==> src/hdl/hdol_pkg.sv <==
package hdol_pkg;

    localparam int TEMP_BITS_DEF = 12;
    localparam int CFG_IDX_BITS  = 3;
    localparam int DRIVE_BITS    = 8;
    localparam int PCT_BITS      = 7;
    localparam int PCT_MAX       = 100;

    // shortfall * 500 / target
    localparam int DIV_SCALE     = 500;
    localparam int SCALE_BITS    = 9;

    // floor(255 * p / 100) == (p * DRV_RECIP) >> DRV_SHIFT for p in 0..100
    localparam int DRV_RECIP     = 167117;
    localparam int RECIP_BITS    = 18;
    localparam int DRV_SHIFT     = 16;

    localparam int RST_VALID_MIN = 0;
    localparam int RST_TARGET    = 400;
    localparam int RST_THRESH    = 8;
    localparam int RST_PLATE_MAX = 1280;
    localparam int RST_RESTART   = 960;

    typedef enum logic [CFG_IDX_BITS-1:0] {
        CFG_VALID_MIN = 3'd0,
        CFG_TARGET    = 3'd1,
        CFG_THRESH    = 3'd2,
        CFG_PLATE_MAX = 3'd3,
        CFG_RESTART   = 3'd4
    } cfg_idx_t;

endpackage

==> src/hdl/heater_drive_with_overtemp_latch.sv <==
// A sample is taken in ST_IDLE, divided in ST_DIV and registered to the outputs in ST_DONE.
// No new sample is taken until its result is in the output register; the bit-serial restoring
// divider shifts one dividend bit per cycle for shortfall * 500 / target.
// Result sits in an output register; the next item is taken while it waits.
// Reset (rst_n, async, active low): registers to their defaults, latch set
// (heating disabled), no result pending.
module heater_drive_with_overtemp_latch #(
    parameter int TEMP_BITS = hdol_pkg::TEMP_BITS_DEF
) (
    input  logic                                clk,
    input  logic                                rst_n,

    input  logic                                cfg_valid,
    output logic                                cfg_ready,
    input  logic [hdol_pkg::CFG_IDX_BITS-1:0]   cfg_index,
    input  logic [TEMP_BITS-1:0]                cfg_data,

    input  logic                                in_valid,
    output logic                                in_stall,
    input  logic signed [TEMP_BITS-1:0]         water_temp,
    input  logic signed [TEMP_BITS-1:0]         plate_temp,

    output logic                                out_valid,
    input  logic                                out_stall,
    output logic [hdol_pkg::DRIVE_BITS-1:0]     drive_level,
    output logic [hdol_pkg::PCT_BITS-1:0]       power_percent,
    output logic                                heat_latched_off,
    output logic                                sensor_fault
);
    import hdol_pkg::*;

    localparam int DW        = TEMP_BITS + SCALE_BITS;
    localparam int CNT_BITS  = $clog2(DW + 1);
    localparam int PROD_BITS = PCT_BITS + RECIP_BITS;

    typedef enum logic [1:0] {ST_IDLE, ST_DIV, ST_DONE} state_t;

    // configuration registers
    logic signed [TEMP_BITS-1:0] valid_min_reg;
    logic [TEMP_BITS-2:0]        target_reg;
    logic [TEMP_BITS-2:0]        thresh_reg;
    logic signed [TEMP_BITS-1:0] plate_max_reg;
    logic signed [TEMP_BITS-1:0] restart_reg;

    assign cfg_ready = 1'b1;

    always_ff @(posedge clk or negedge rst_n)
    begin
        if (!rst_n)
        begin
            valid_min_reg <= TEMP_BITS'(RST_VALID_MIN);
            target_reg    <= (TEMP_BITS-1)'(RST_TARGET);
            thresh_reg    <= (TEMP_BITS-1)'(RST_THRESH);
            plate_max_reg <= TEMP_BITS'(RST_PLATE_MAX);
            restart_reg   <= TEMP_BITS'(RST_RESTART);
        end
        else if (cfg_valid && cfg_ready)
        begin
            case (cfg_index)
                CFG_VALID_MIN: valid_min_reg <= cfg_data;
                CFG_TARGET:    target_reg    <= cfg_data[TEMP_BITS-2:0];
                CFG_THRESH:    thresh_reg    <= cfg_data[TEMP_BITS-2:0];
                CFG_PLATE_MAX: plate_max_reg <= cfg_data;
                CFG_RESTART:   restart_reg   <= cfg_data;
                default: ;
            endcase
        end
    end

    state_t                 state_reg, state_next;
    logic [CNT_BITS-1:0]    cnt_reg, cnt_next;
    logic [DW-1:0]          num_reg, num_next;
    logic [TEMP_BITS-2:0]   rem_reg, rem_next;
    logic [PCT_BITS-1:0]    quo_reg, quo_next;
    logic                   ovf_reg, ovf_next;
    logic                   heat_reg, heat_next;
    logic                   fault_reg, fault_next;
    logic                   latch_reg, latch_next;
    logic                   out_valid_reg, out_valid_next;
    logic [DRIVE_BITS-1:0]  drive_reg, drive_next;
    logic [PCT_BITS-1:0]    pct_reg, pct_next;
    logic                   latched_reg, latched_next;
    logic                   fault_out_reg, fault_out_next;

    // front end, evaluated on the accepting edge
    logic                       accept;
    logic                       fault_c;
    logic signed [TEMP_BITS:0]  short_c;
    logic                       heat_c;
    logic [DW-1:0]              dividend_c;

    assign accept  = in_valid && !in_stall;
    assign fault_c = (water_temp < valid_min_reg) || (plate_temp < valid_min_reg);
    assign short_c = $signed({2'b00, target_reg}) - $signed({water_temp[TEMP_BITS-1], water_temp});
    assign heat_c  = !fault_c && (short_c > $signed({2'b00, thresh_reg}));
    // shortfall is positive whenever it matters, and below 2^TEMP_BITS
    assign dividend_c = {{SCALE_BITS{1'b0}}, short_c[TEMP_BITS-1:0]} * DW'(DIV_SCALE);

    // one restoring step per cycle
    logic [TEMP_BITS-1:0] trial;
    logic                 ge;
    logic [TEMP_BITS-1:0] diff;

    assign trial = {rem_reg, num_reg[DW-1]};
    assign ge    = trial >= {1'b0, target_reg};
    assign diff  = trial - {1'b0, target_reg};

    // result stage
    logic [PCT_BITS-1:0]  pct_c;
    logic [PROD_BITS-1:0] prod_c;

    always_comb
    begin
        if (!heat_reg)
            pct_c = '0;
        else if (ovf_reg || quo_reg > PCT_BITS'(PCT_MAX))
            pct_c = PCT_BITS'(PCT_MAX);
        else
            pct_c = quo_reg;
    end

    assign prod_c = {{RECIP_BITS{1'b0}}, pct_c} * PROD_BITS'(DRV_RECIP);

    always_comb
    begin
        state_next     = state_reg;
        cnt_next       = cnt_reg;
        num_next       = num_reg;
        rem_next       = rem_reg;
        quo_next       = quo_reg;
        ovf_next       = ovf_reg;
        heat_next      = heat_reg;
        fault_next     = fault_reg;
        latch_next     = latch_reg;
        out_valid_next = out_valid_reg;
        drive_next     = drive_reg;
        pct_next       = pct_reg;
        latched_next   = latched_reg;
        fault_out_next = fault_out_reg;

        if (out_valid_reg && !out_stall)
            out_valid_next = 1'b0;

        case (state_reg)
            ST_IDLE:
            begin
                if (accept)
                begin
                    num_next   = dividend_c;
                    rem_next   = '0;
                    quo_next   = '0;
                    ovf_next   = 1'b0;
                    cnt_next   = '0;
                    heat_next  = heat_c;
                    fault_next = fault_c;
                    // latch updates on every transaction, max test first
                    if (plate_temp > plate_max_reg)
                        latch_next = 1'b1;
                    else if (plate_temp < restart_reg)
                        latch_next = 1'b0;
                    state_next = ST_DIV;
                end
            end
            ST_DIV:
            begin
                num_next = {num_reg[DW-2:0], 1'b0};
                rem_next = ge ? diff[TEMP_BITS-2:0] : trial[TEMP_BITS-2:0];
                quo_next = {quo_reg[PCT_BITS-2:0], ge};
                ovf_next = ovf_reg | quo_reg[PCT_BITS-1];
                cnt_next = cnt_reg + 1'b1;
                if (cnt_reg == CNT_BITS'(DW - 1))
                    state_next = ST_DONE;
            end
            ST_DONE:
            begin
                if (!out_valid_reg || !out_stall)
                begin
                    pct_next       = pct_c;
                    drive_next     = latch_reg ? '0
                                     : prod_c[DRV_SHIFT+DRIVE_BITS-1:DRV_SHIFT];
                    latched_next   = latch_reg;
                    fault_out_next = fault_reg;
                    out_valid_next = 1'b1;
                    state_next     = ST_IDLE;
                end
            end
            default: state_next = ST_IDLE;
        endcase
    end

    always_ff @(posedge clk or negedge rst_n)
    begin
        if (!rst_n)
        begin
            state_reg     <= ST_IDLE;
            cnt_reg       <= '0;
            num_reg       <= '0;
            rem_reg       <= '0;
            quo_reg       <= '0;
            ovf_reg       <= 1'b0;
            heat_reg      <= 1'b0;
            fault_reg     <= 1'b0;
            latch_reg     <= 1'b1;
            out_valid_reg <= 1'b0;
            drive_reg     <= '0;
            pct_reg       <= '0;
            latched_reg   <= 1'b0;
            fault_out_reg <= 1'b0;
        end
        else
        begin
            state_reg     <= state_next;
            cnt_reg       <= cnt_next;
            num_reg       <= num_next;
            rem_reg       <= rem_next;
            quo_reg       <= quo_next;
            ovf_reg       <= ovf_next;
            heat_reg      <= heat_next;
            fault_reg     <= fault_next;
            latch_reg     <= latch_next;
            out_valid_reg <= out_valid_next;
            drive_reg     <= drive_next;
            pct_reg       <= pct_next;
            latched_reg   <= latched_next;
            fault_out_reg <= fault_out_next;
        end
    end

    assign in_stall         = (state_reg != ST_IDLE);
    assign out_valid        = out_valid_reg;
    assign drive_level      = drive_reg;
    assign power_percent    = pct_reg;
    assign heat_latched_off = latched_reg;
    assign sensor_fault     = fault_out_reg;

endmodule

==> config.mk <==
export PLATFORM = sky130hd
export DESIGN_NAME = heater_drive_with_overtemp_latch
export DESIGN_NICKNAME = d
export VERILOG_FILES = /design/src/hdl/hdol_pkg.sv /design/src/hdl/heater_drive_with_overtemp_latch.sv
export SDC_FILE = /design/constraint.sdc
export NUM_CORES = 1
export LEC_CHECK = 0
export BUFFER_PORTS_ARGS = -buffer_cell sky130_fd_sc_hd__buf_2
export CAP_MARGIN = 10
export CORE_UTILIZATION = 30
export CTS_CLUSTER_SIZE = 8
export DETAILED_ROUTE_END_ITERATION = 7
export PLACE_DENSITY_LB_ADDON = 0.1
export SYNTH_ARGS = -nofsm -noshare
export SYNTH_HDL_FRONTEND = slang
export SYNTH_SLANG_ARGS = --single-unit
==> constraint.sdc <==
create_clock -name clk -period 6.6 [get_ports clk]
set_clock_uncertainty 0.05 [all_clocks]
set_input_delay 0.66 -clock clk [delete_from_list [all_inputs] [get_ports clk]]
set_output_delay 0.66 -clock clk [all_outputs]
set_load 0.02 [all_outputs]
After elaboration in Yosys (flattened, before gate mapping) --
Cells that the tools add are included.
Word-level totals: bits of input ports 44, output and inout bits 20, bits in registers 126
Operators by class: order comparisons 7, equal/unequal tests 10, bitwise gates (word level) 1, $mul 2, reductions and logical operators 25, add/sub/neg operators 3, multiplexer cells 23
Operators with widths (number):
- one-hot mux 21 bit (2 select lines) | 1
- < comparator 12 bit | 3
- multiplier 7 x 18 -> 24 bit, second input constant | 1
- two-way mux 11 bit | 2
- one-hot mux 11 bit (2 select lines) | 1
- two-way mux 21 bit | 1
- two-way mux 7 bit | 3
- multiplier 12 x 7 -> 19 bit, second input constant | 1
- AND reduction 2 bit | 8
- one-hot mux 7 bit (2 select lines) | 1
- > comparator 13 x 12 -> 1 bit | 1
- subtractor 12 x 12 -> 13 bit | 1
- greater-or-equal comparator 12 x 11 -> 1 bit | 1
- > comparator 12 bit | 1
- subtractor 11 bit | 1
- one-hot mux 5 bit (2 select lines) | 1
- two-way mux 8 bit | 1
- > comparator 7 bit, second input constant | 1
- equality test 3 x 2 -> 1 bit, second input constant | 2
- two-way mux 1 bit | 6
- two-way mux 2 bit | 3
- != test 2 bit, second input constant | 3
- one-hot mux 2 bit (3 select lines) | 1
- AND reduction 3 bit | 2
- other kinds (15) | 24

Logic depth before layout (Yosys ltp) --
Gate-level depths: netlist of run 1.
depth after elaboration 6, depth in mapped cells 23, gate-level depth less buffers 23

Worst setup path before layout of run 1 --
Ideal clock, no wire load.
path kind input port to flip-flop, from in water_temp[0], to reg num_reg[20], data required time 6.419 ns, setup time 0.131 ns, arrival 5.920 ns, stages on the path 21, path buffers 0, slack 0.499 ns, cells stage by stage ha_1 > inv_1 > fa_1 > a211o_1 > o211ai_1 > nand2b_1 > a21oi_1 > xnor2_1 > fa_1 > inv_1 > fa_1 > fa_1 > fa_1 > inv_1 > ha_1 > a21o_1 > a21o_1 > a211o_1 > a31oi_1 > a21oi_1 > or3_1
On the way: longest elaborated chain between the ends 4
RTL lines:
- start, declared | RTL line heater_drive_with_overtemp_latch.sv:20 | input logic signed [TEMP_BITS-1:0] water_temp,
- subtractor 12 x 12 -> 13 bit | RTL line heater_drive_with_overtemp_latch.sv:94 | assign short_c = $signed({2'b00, target_reg}) - $signed({water_temp[TEMP_BITS-1], water_temp});
- multiplier 12 x 7 -> 19 bit | RTL line heater_drive_with_overtemp_latch.sv:97 | assign dividend_c = {{SCALE_BITS{1'b0}}, short_c[TEMP_BITS-1:0]} * DW'(DIV_SCALE);
- two-way mux 21 bit | RTL line heater_drive_with_overtemp_latch.sv:147 | if (accept)
- one-hot mux 21 bit (2 select lines) | RTL line heater_drive_with_overtemp_latch.sv:144 | case (state_reg)
- end signal, assigned | RTL line heater_drive_with_overtemp_latch.sv:214 | num_reg <= num_next;
- end, declared | RTL line heater_drive_with_overtemp_latch.sv:72 | logic [DW-1:0] num_reg, num_next;
Every way passes these cells. The select of a mux whose other input is x is not followed. A chain may end at the register's enable or synchronous reset.

Worst setup path after layout of run 1 --
from reg target_reg[0], to reg num_reg[20]
On the way: longest elaborated chain between the ends 4
RTL lines:
- start, declared | RTL line heater_drive_with_overtemp_latch.sv:40 | logic [TEMP_BITS-2:0] target_reg;
- start signal, assigned | RTL line heater_drive_with_overtemp_latch.sv:52 | target_reg <= (TEMP_BITS-1)'(RST_TARGET);
- start signal, assigned | RTL line heater_drive_with_overtemp_latch.sv:61 | CFG_TARGET: target_reg <= cfg_data[TEMP_BITS-2:0];
- subtractor 12 x 12 -> 13 bit | RTL line heater_drive_with_overtemp_latch.sv:94
- multiplier 12 x 7 -> 19 bit | RTL line heater_drive_with_overtemp_latch.sv:97
- two-way mux 21 bit | RTL line heater_drive_with_overtemp_latch.sv:147
- one-hot mux 21 bit (2 select lines) | RTL line heater_drive_with_overtemp_latch.sv:144
Every way passes these cells. The select of a mux whose other input is x is not followed.

==> results of run 1 <==
-- area by class of cell --
class	count	area, sq um	area share
multi-input cells	874	7230	0.572
well taps	468	586	0.0463
repair buffers	84	482	0.0381
flip-flops and latches	124	3120	0.246
inverters	170	639	0.0506
clock inverters	14	164	0.0130
clock buffers	18	429	0.0339
-- worst paths after layout --
check / cells past startpoint / from / slack [ns] / endpoint
max: 23 / target_reg[0]$_DFFE_PN0P_ / 0.49 / num_reg[20]$_DFFE_PN0P_
min: 1 / rst_n / 0.21 / plate_max_reg[9]$_DFFE_PN0P_
max reg2reg: 23 / target_reg[0]$_DFFE_PN0P_ / 0.49 / num_reg[20]$_DFFE_PN0P_
min reg2reg: 2 / drive_level[0]$_DFFE_PN0P_ / 0.42 / drive_level[0]$_DFFE_PN0P_
max in group asynchronous: 2 / rst_n / 5.15 / power_percent[2]$_DFFE_PN0P_
min in group clk: 2 / drive_level[0]$_DFFE_PN0P_ / 0.42 / drive_level[0]$_DFFE_PN0P_
-- cell families after synthesis --
family	Yosys count
fa+ha+maj	237
simple gates	283
compound gates	291
mux	24
buf+inv	202
flops	124
other cells	1
xor+xnor	38
-- per-stage QoR --
stage	hold WS (ns)	std cells	area, sq um
after floorplan	0.314	1200	11100
after global placement	0.409	1720	12000
after detailed placement	0.414	1720	12000
after CTS	0.236	1752	12600
after global routing	0.265	1752	12600
final	0.208	1752	12600
-- layout by cell type, fill, tap and decap left out, types with 7 or more instances in the layout --
cell / netlist / final
nor3_1: 18 / 17
dfrtp_1: 113 / 113
xor2_1: 18 / 18
ha_1: 184 / 184
nand2_1: 112 / 112
xnor2_1: 20 / 20
a22oi_1: 17 / 17
o31ai_1: 7 / 7
clkbuf_16: 0 / 17
fa_1: 52 / 52
nand2b_1: 16 / 16
nand4_1: 14 / 14
or3_1: 8 / 8
nor2_1: 35 / 35
o21ai_0: 116 / 116
inv_1: 169 / 169
o211ai_1: 20 / 20
dfstp_2: 11 / 11
a211oi_1: 7 / 7
and3_1: 9 / 9
o21a_1: 16 / 16
and2_1: 9 / 9
nor2b_1: 11 / 10
a21o_1: 22 / 22
buf_4: 1 / 22
buf_2: 1 / 61
nand3_1: 28 / 28
mux2_2: 20 / 20
a21oi_1: 34 / 34
-- routing by layer --
layer	routed length [microns]	GRT usage	share of wire	up-vias
met3	763	0.0233	0.026	11
met4	236	0.0364	0.0080	0
met5	0	0	0	-
li1	-	-	-	4321
met2	13800	0.275	0.47	95
met1	14800	0.234	0.50	4156
-- critical path: cells and delay by family, from the launching register on --
family	cells	cell delay, ns
xor gates and xnor gates	1	0.17
AOI/OAI and AO/OA	8	1.60
DFF	1	0.41
buffers and inverters	5	0.44
adders and majority gates	7	2.85
and+or+nand+nor	2	0.45
-- repair_timing --
action | CTS | global route
endpoints found under the setup margin | 0 | 1
gates resized for setup | 0 | 1
hold buffers | 0 | 0
==> results.json, run 1 <==
{
  "synth_nets": 1480,
  "synth.area.top_cells": "dfrtp_1 (26%), ha_1 (21%), fa_1 (9.4%)",
  "synth_most_common_cell": "ha_1",
  "grt_antenna_before_repair": 0,
  "synth-simple-area-share": 0.124,
  "grt_pass1_wl_microns": 49300,
  "ant_nets": 0,
  "synth_edf_count": 0,
  "final_layout_size_suffix_gt1_frac": 0.127,
  "vias_per_cell": 4.90,
  "setup_tns_ns": 0,
  "layout_setup_ws_ns": 0.494,
  "crit_path_frequent_cell": "fa_1",
  "syn_area_sq_um": 11100,
  "synth-compound-area-share": 0.169,
  "preCtsSetupSlack_ns": 0.121,
  "ys_dominant_reg_cell": "dfrtp_1",
  "initial_core_util": 0.304,
  "path_cells": "inv_1 -> ha_1 -> inv_1 -> fa_1 -> a211o_1 -> o211ai_1 -> nand2b_1 -> a21oi_1 -> xnor2_1 -> buf_4 -> fa_1 -> inv_1 -> fa_1 -> fa_1 -> fa_1 -> inv_1 -> ha_1 -> a21o_1 -> a21o_1 -> a211o_1 -> a31oi_2 -> a21oi_1 -> or3_1",
  "dpl.hpwl_microns": 23300,
  "post_cts_buffers": 0,
  "period_needed_ns": 6.11,
  "synth_top_family_by_area": "adder cells",
  "gp_congestion": 0.781,
  "core_area_sq_um": 36500,
  "path_max_fanout": 4,
  "ys_ff_latch": 124,
  "end_kind": "flop",
  "crit_type": "flop to flop",
  "slew_violations": 0,
  "grt_max_degree": 76,
  "ys_seq_area_frac": 0.281,
  "avgSynthCellArea_sq_um": 9.24,
  "n_antenna_cell": 0,
  "h-tree-depth": 4,
  "synthTopCellsByCount": "ha_1 (184), inv_1 (169), o21ai_0 (116)",
  "critPathRequiredTime_ns": 6.86,
  "track_usage": 0.168,
  "finalCritPeriodShare": 0.925,
  "clock_latency_ns": 0.43,
  "clk_transition_reported_paths_ns": 0.06,
  "fin_util": 0.346,
  "root_buffer": "clkbuf_16",
  "hold_path_class": "input port to async pin",
  "firstDrtPassIters": 5,
  "max-clock-path-buffers": 2,
  "crit_path_start_kind": "flop",
  "netlist_instances": 1200,
  "max_slew.worst_pin.slew_ns": 0.759,
  "pin_count": 64,
  "cp_data_arrival_time_ns": 6.36,
  "portBuffers": 62,
  "maxSlewHeadroom": 0.494,
  "cts_sinks": 124,
  "die_w_microns": 194,
  "largest_reg_flops": 19,
  "nFillCells": 3792,
  "cp_slowest_stage_delay_ns": 0.55,
  "setup_viol": 0,
  "async_reset_ff_frac": 1.00,
  "synth_xor_area_frac": 0.0300,
  "maxCapViolCount": 0,
  "rsz0062_at_grt": "false",
  "synth_top_area_frac": 0.255,
  "cts_tree": "done",
  "max_freq_ghz": 0.164,
  "hold_viol_final": 0,
  "grt_overflow_total": 0,
  "rows": 70,
  "yosys.area.top_type": "dfrtp_1",
  "fp.dieH_microns": 194,
  "grt_pass1_vias": 8896,
  "drc_errors": 0,
  "synth_fa_ha_area_frac": 0.302,
  "drt_iter0_drc": 420,
  "synthMuxAreaShare": 0.0239,
  "yosysWarnings": 0,
  "die_area_sq_um": 37700,
  "cts-buffers-inserted": 17,
  "cp_slowest_cell": "fa_1",
  "status": "complete, no violations",
  "area_growth_pct": 14.1,
  "wl_per_cell_microns": 16.9,
  "yosys.cell_types.count": 71,
  "vias": 8583,
  "wirelength_microns": 29600,
  "nNetsFinal": 1551
}
Power of run 1 is left out: the tool's default activity adds up to more than one toggle a clock period on the data nets, which glitch-free logic cannot reach.
==> run 2: changes to the inputs <==
--- a/config.mk
+++ b/config.mk
@@ -11,6 +11,7 @@
 export CTS_CLUSTER_SIZE = 8
 export DETAILED_ROUTE_END_ITERATION = 7
 export PLACE_DENSITY_LB_ADDON = 0.1
+export RECOVER_POWER = 50
 export SYNTH_ARGS = -nofsm -noshare
 export SYNTH_HDL_FRONTEND = slang
 export SYNTH_SLANG_ARGS = --single-unit
==> run 2 against run 1 <==
Compared with the run above:
- the run now ends with capacitance limit, slew limit left
- routed wire length about the same
- cell area fell by 0.39%
- global-route usage is the same
- die area is the same
- worst setup slack worse by 0.0045 ns
- via count about the same
- hold slack improved by 0.21 ns
- register-to-register slack barely moved
- cell count stayed put
- fmax about the same
- sequential share of layout area increased by 0.095 points
- clock-buffer cell count stayed put
- largest cell class unchanged
- highest routed layer unchanged
==> results.json, run 2 (same netlist as run 1, synthesis figures left out) <==
{
  "grt_overflow_total": 0,
  "largest_reg_flops": 19,
  "wirelength_microns": 29600,
  "crit_path_start_kind": "flop",
  "timing.rr.start": "target_reg[0]$_DFFE_PN0P_",
  "drt_iter0_drc": 422,
  "ant_nets": 0,
  "worst-path-stages": 23,
  "crit_start": "target_reg[0]$_DFFE_PN0P_",
  "setup_tns_ns": 0,
  "root_buffer": "clkbuf_16",
  "end_kind": "flop",
  "path_cells": "inv_1 -> ha_1 -> inv_1 -> fa_1 -> a211o_1 -> o211ai_1 -> nand2b_1 -> a21oi_1 -> xnor2_1 -> buf_4 -> fa_1 -> inv_1 -> fa_1 -> fa_1 -> fa_1 -> inv_1 -> ha_1 -> a21o_1 -> a21o_1 -> a211o_1 -> a31oi_2 -> a21oi_1 -> or3_1",
  "setup_viol": 0,
  "hold_path_class": "flop to flop",
  "track_usage": 0.168,
  "crit_path_frequent_cell": "fa_1",
  "vias_per_cell": 4.90,
  "preCtsSetupSlack_ns": 0.121,
  "drc_errors": 0,
  "core_area_sq_um": 36500,
  "maxSlewHeadroom": -1.91,
  "dpl.hpwl_microns": 23300,
  "final_layout_size_suffix_gt1_frac": 0.118,
  "clock_latency_ns": 0.43,
  "area_growth_pct": 13.6,
  "die_area_sq_um": 37700,
  "cp_slowest_cell": "fa_1",
  "grt_pass1_vias": 8896,
  "cp_slowest_stage_delay_ns": 0.54,
  "cts-buffers-inserted": 17,
  "whs_path_depth": 2,
  "portBuffers": 62,
  "r2r_cells": 23,
  "critPathRequiredTime_ns": 6.86,
  "ctsHoldBuffers": 0,
  "violations": "capacitance limit, slew limit",
  "h-tree-depth": 4,
  "grt_antenna_before_repair": 0,
  "slew_violations": 123,
  "max_slew.worst_pin.slew_ns": 4.37,
  "gp_congestion": 0.781,
  "nNetsFinal": 1551,
  "crit_type": "flop to flop",
  "cts_tree": "done",
  "wl_per_cell_microns": 16.9,
  "period_needed_ns": 6.11,
  "reg2reg_slack_ns": 0.49,
  "cts_sinks": 124,
  "vias": 8581,
  "max_freq_ghz": 0.164,
  "path_max_fanout": 4,
  "status": "finished, violations left",
  "final_common_cell": "ha_1",
  "initial_core_util": 0.304,
  "grt_pass1_wl_microns": 49300,
  "layout_setup_ws_ns": 0.490,
  "grt_max_degree": 76,
  "n_antenna_cell": 0,
  "maxCapViolCount": 2,
  "worstReg2RegEnd": "num_reg[20]$_DFFE_PN0P_",
  "fp.dieH_microns": 194,
  "hold_viol_final": 0,
  "pin_count": 64,
  "rsz0062_at_grt": "false",
  "cp_data_arrival_time_ns": 6.37,
  "die_w_microns": 194,
  "endpoint": "num_reg[20]$_DFFE_PN0P_",
  "firstDrtPassIters": 5,
  "finalCritPeriodShare": 0.926,
  "clk_transition_reported_paths_ns": 0.06,
  "path_buf_inv": 5,
  "max-clock-path-buffers": 2,
  "critical_path.top_delay_family": "adder cells",
  "mostFrequentLayoutCells": "ha_1 (184), inv_1 (169), o21ai_0 (116), dfrtp_1 (113), nand2_1 (112)",
  "rows": 70
}
run 2: changes by cell type in the layout (fill, tap and decap cells not counted):
cell      previous run  this run
buf_6                1         0
clkbuf_1             1         9
buf_2               61        59
nor2b_1             10        11
nor2b_4              1         0
nor3b_1              0         1
buf_4               22        16
nor3_2               1         0
nor3b_2              1         0
clkbuf_2             0         1
nor3_1              17        18
run 2: through the flow:
step | utilization | area (sq um) | hold WS, ns | instances
floorplan | - | 11100 | 0.314 | 1200
global route | 0.345 | 12600 | 0.442 | 1752
CTS | 0.346 | 12600 | 0.236 | 1752
global placement | 0.330 | 12000 | 0.409 | 1720
detailed placement | 0.330 | 12000 | 0.414 | 1720
finish | 0.345 | 12600 | 0.419 | 1752
run 2: tightest hold or removal path: stages, from the launching register on:
cell	delay, ns
dfrtp_1	0.34
nand2_1	0.04
o21ai_0	0.05
run 2: cell type report:
| type | instances | area (sq um) |
|---|---|---|
| multi-input combinational | 874 | 7210 |
| inverter | 170 | 639 |
| clock buffer | 18 | 429 |
| sequential | 124 | 3120 |
| tap | 468 | 586 |
| timing repair buffer | 84 | 450 |
| clock inverter | 14 | 164 |
| fill | 3798 | 23900 |
run 2: worst min-delay path by stage:
stage	from	to
after floorplan	rst_n	cnt_reg[0]$_DFFE_PN0P_
after global placement	drive_level[0]$_DFFE_PN0P_	drive_level[0]$_DFFE_PN0P_
after detailed placement	drive_level[2]$_DFFE_PN0P_	drive_level[2]$_DFFE_PN0P_
after CTS	rst_n	plate_max_reg[9]$_DFFE_PN0P_
after global routing	drive_level[0]$_DFFE_PN0P_	drive_level[0]$_DFFE_PN0P_
final	drive_level[0]$_DFFE_PN0P_	drive_level[0]$_DFFE_PN0P_
run 2: metal layers:
layer / up-vias / GRT usage / routed length, microns
met5: - / 0 / 0
met4: 0 / 0.0364 / 237
met3: 11 / 0.0233 / 841
met2: 102 / 0.275 / 13800
met1: 4147 / 0.234 / 14700
li1: 4321 / - / -
run 2: timing repair:
item / 4_1_cts / 5_1_grt
buffers inserted: 0 / 0
resized for setup: 0 / 1
setup endpoints to repair: 0 / 1
Power of run 2 is left out for the same reason.
==> run 3: changes to the inputs <==
--- a/config.mk
+++ b/config.mk
@@ -10,7 +10,7 @@
 export CORE_UTILIZATION = 30
 export CTS_CLUSTER_SIZE = 8
 export DETAILED_ROUTE_END_ITERATION = 7
-export PLACE_DENSITY_LB_ADDON = 0.1
+export PLACE_DENSITY = 0.51
 export RECOVER_POWER = 50
 export SYNTH_ARGS = -nofsm -noshare
 export SYNTH_HDL_FRONTEND = slang
==> run 3 against run 2 <==
Compared with the run above:
- the run still ends with capacitance limit, slew limit left
- global-route usage decreased by 1.3 points
- worst setup slack gained 0.029 ns
- die area stayed put
- register-to-register slack gained 0.03 ns
- critical path type unchanged
- largest cell class unchanged
==> results.json, run 3 (same netlist as run 1, synthesis figures left out) <==
{
  "wl_per_cell_microns": 15.7,
  "core_area_sq_um": 36500,
  "ant_nets": 0,
  "hold_viol_final": 0,
  "ctsHoldBuffers": 0,
  "drt_iter0_drc": 435,
  "area_growth_pct": 13.7,
  "final_layout_size_suffix_gt1_frac": 0.118,
  "cts_sinks": 124,
  "crit_start": "target_reg[0]$_DFFE_PN0P_",
  "grt_antenna_before_repair": 2,
  "crit_path_start_kind": "flop",
  "grt_max_degree": 72,
  "cp_slowest_stage_delay_ns": 0.52,
  "largest_reg_flops": 19,
  "end_kind": "flop",
  "timing.rr.start": "target_reg[0]$_DFFE_PN0P_",
  "max_slew.worst_pin.slew_ns": 3.98,
  "cts_resized": 0,
  "finalCritPeriodShare": 0.921,
  "hold_path_class": "flop to flop",
  "maxSlewHeadroom": -1.65,
  "root_buffer": "clkbuf_16",
  "cts_tree": "done",
  "vias": 8504,
  "gp_congestion": 0.831,
  "rows": 70,
  "mostFrequentLayoutCells": "ha_1 (184), inv_1 (169), o21ai_0 (116), dfrtp_1 (113), nand2_1 (112)",
  "portBuffers": 62,
  "crit_type": "flop to flop",
  "grt_overflow_total": 0,
  "clk_transition_reported_paths_ns": 0.06,
  "wirelength_microns": 27500,
  "maxCapViolCount": 2,
  "max-clock-path-buffers": 2,
  "r2r_cells": 22,
  "setup_tns_ns": 0,
  "initial_core_util": 0.304,
  "violations": "capacitance limit, slew limit",
  "critical_path.top_delay_family": "adder cells",
  "pin_count": 64,
  "max_freq_ghz": 0.164,
  "path_max_fanout": 5,
  "cp_data_arrival_time_ns": 6.34,
  "cts-buffers-inserted": 17,
  "grt_pass1_wl_microns": 46300,
  "nNetsFinal": 1552,
  "setup_viol": 0,
  "die_w_microns": 194,
  "post_cts_buffers": 0,
  "worstReg2RegEnd": "num_reg[20]$_DFFE_PN0P_",
  "vias_per_cell": 4.85,
  "period_needed_ns": 6.08,
  "slew_violations": 118,
  "grt_pass1_vias": 8676,
  "status": "finished, violations left",
  "drc_errors": 0,
  "fp.dieH_microns": 194,
  "critPathRequiredTime_ns": 6.86,
  "reg2reg_slack_ns": 0.52,
  "rsz0062_at_grt": "false",
  "n_antenna_cell": 0,
  "firstDrtPassIters": 5,
  "h-tree-depth": 4,
  "track_usage": 0.154,
  "worst-path-stages": 22,
  "die_area_sq_um": 37700,
  "cp_slowest_cell": "xor2_1",
  "endpoint": "num_reg[20]$_DFFE_PN0P_",
  "path_buf_inv": 4,
  "dpl.hpwl_microns": 21700,
  "final_common_cell": "ha_1",
  "clock_latency_ns": 0.43,
  "path_cells": "inv_1 -> ha_1 -> inv_1 -> fa_1 -> a211o_1 -> o211ai_1 -> a22o_1 -> o21bai_1 -> a21o_1 -> xor2_1 -> fa_1 -> inv_1 -> fa_1 -> inv_1 -> fa_1 -> ha_1 -> ha_1 -> and2_1 -> a211o_1 -> a31oi_1 -> a21oi_1 -> or3_1"
}
## run 3: cell count changes in the layout (fill, tap and decap cells not counted)
cell        previous run  this run
clkinvlp_4             3         6
nor2b_4                0         1
a31oi_1                2         3
clkbuf_1               9        10
clkbuf_8               0         2
a31oi_2                1         0
inv_8                  1         0
nor2b_1               11        10
inv_6                  2         1
clkinv_4               6         3
## run 3: worst min-delay path: cells and delay by family (launching register included)
kind | cells | cell delay (ns)
compound gates | 1 | 0.06
flops | 1 | 0.34
simple gates | 1 | 0.04
## run 3: how the worst min path moves through the flow
stage	depth (start not counted)	start	slack, ns	end
after global placement	2	drive_level[0]$_DFFE_PN0P_	0.41	drive_level[0]$_DFFE_PN0P_
after floorplan	0	rst_n	0.31	cnt_reg[0]$_DFFE_PN0P_
after CTS	1	rst_n	0.23	thresh_reg[4]$_DFFE_PN0P_
final	2	drive_level[0]$_DFFE_PN0P_	0.42	drive_level[0]$_DFFE_PN0P_
after global routing	2	drive_level[3]$_DFFE_PN0P_	0.44	drive_level[3]$_DFFE_PN0P_
after detailed placement	2	power_percent[1]$_DFFE_PN0P_	0.42	power_percent[1]$_DFFE_PN0P_
## run 3: metal layers
layer	global-route usage	vias up	wire, microns
li1	-	4329	-
met1	0.210	4036	13400
met2	0.256	115	12900
met3	0.0228	24	850
met4	0.0406	0	387
met5	0	-	0
## run 3: stage by stage
step | worst slack, ns | utilization | hold slack (ns) | std cells | instance area, sq um
after global routing | 0.151 | 0.345 | 0.444 | 1753 | 12600
after detailed placement | 0.238 | 0.330 | 0.415 | 1721 | 12100
after CTS | 0.513 | 0.346 | 0.227 | 1753 | 12600
after global placement | 0.301 | 0.330 | 0.409 | 1721 | 12100
after floorplan | 0.499 | - | 0.314 | 1200 | 11100
final | 0.519 | 0.345 | 0.421 | 1753 | 12600
## run 3: final cells by class
type / instances / area (sq um)
clock buffers: 20 / 457
clock inverters: 12 / 140
fillers: 3680 / 23900
inverters: 170 / 639
multi-input cells: 874 / 7210
flip-flops and latches: 124 / 3120
well taps: 468 / 586
repair buffers: 85 / 454
Power of run 3 is left out for the same reason.
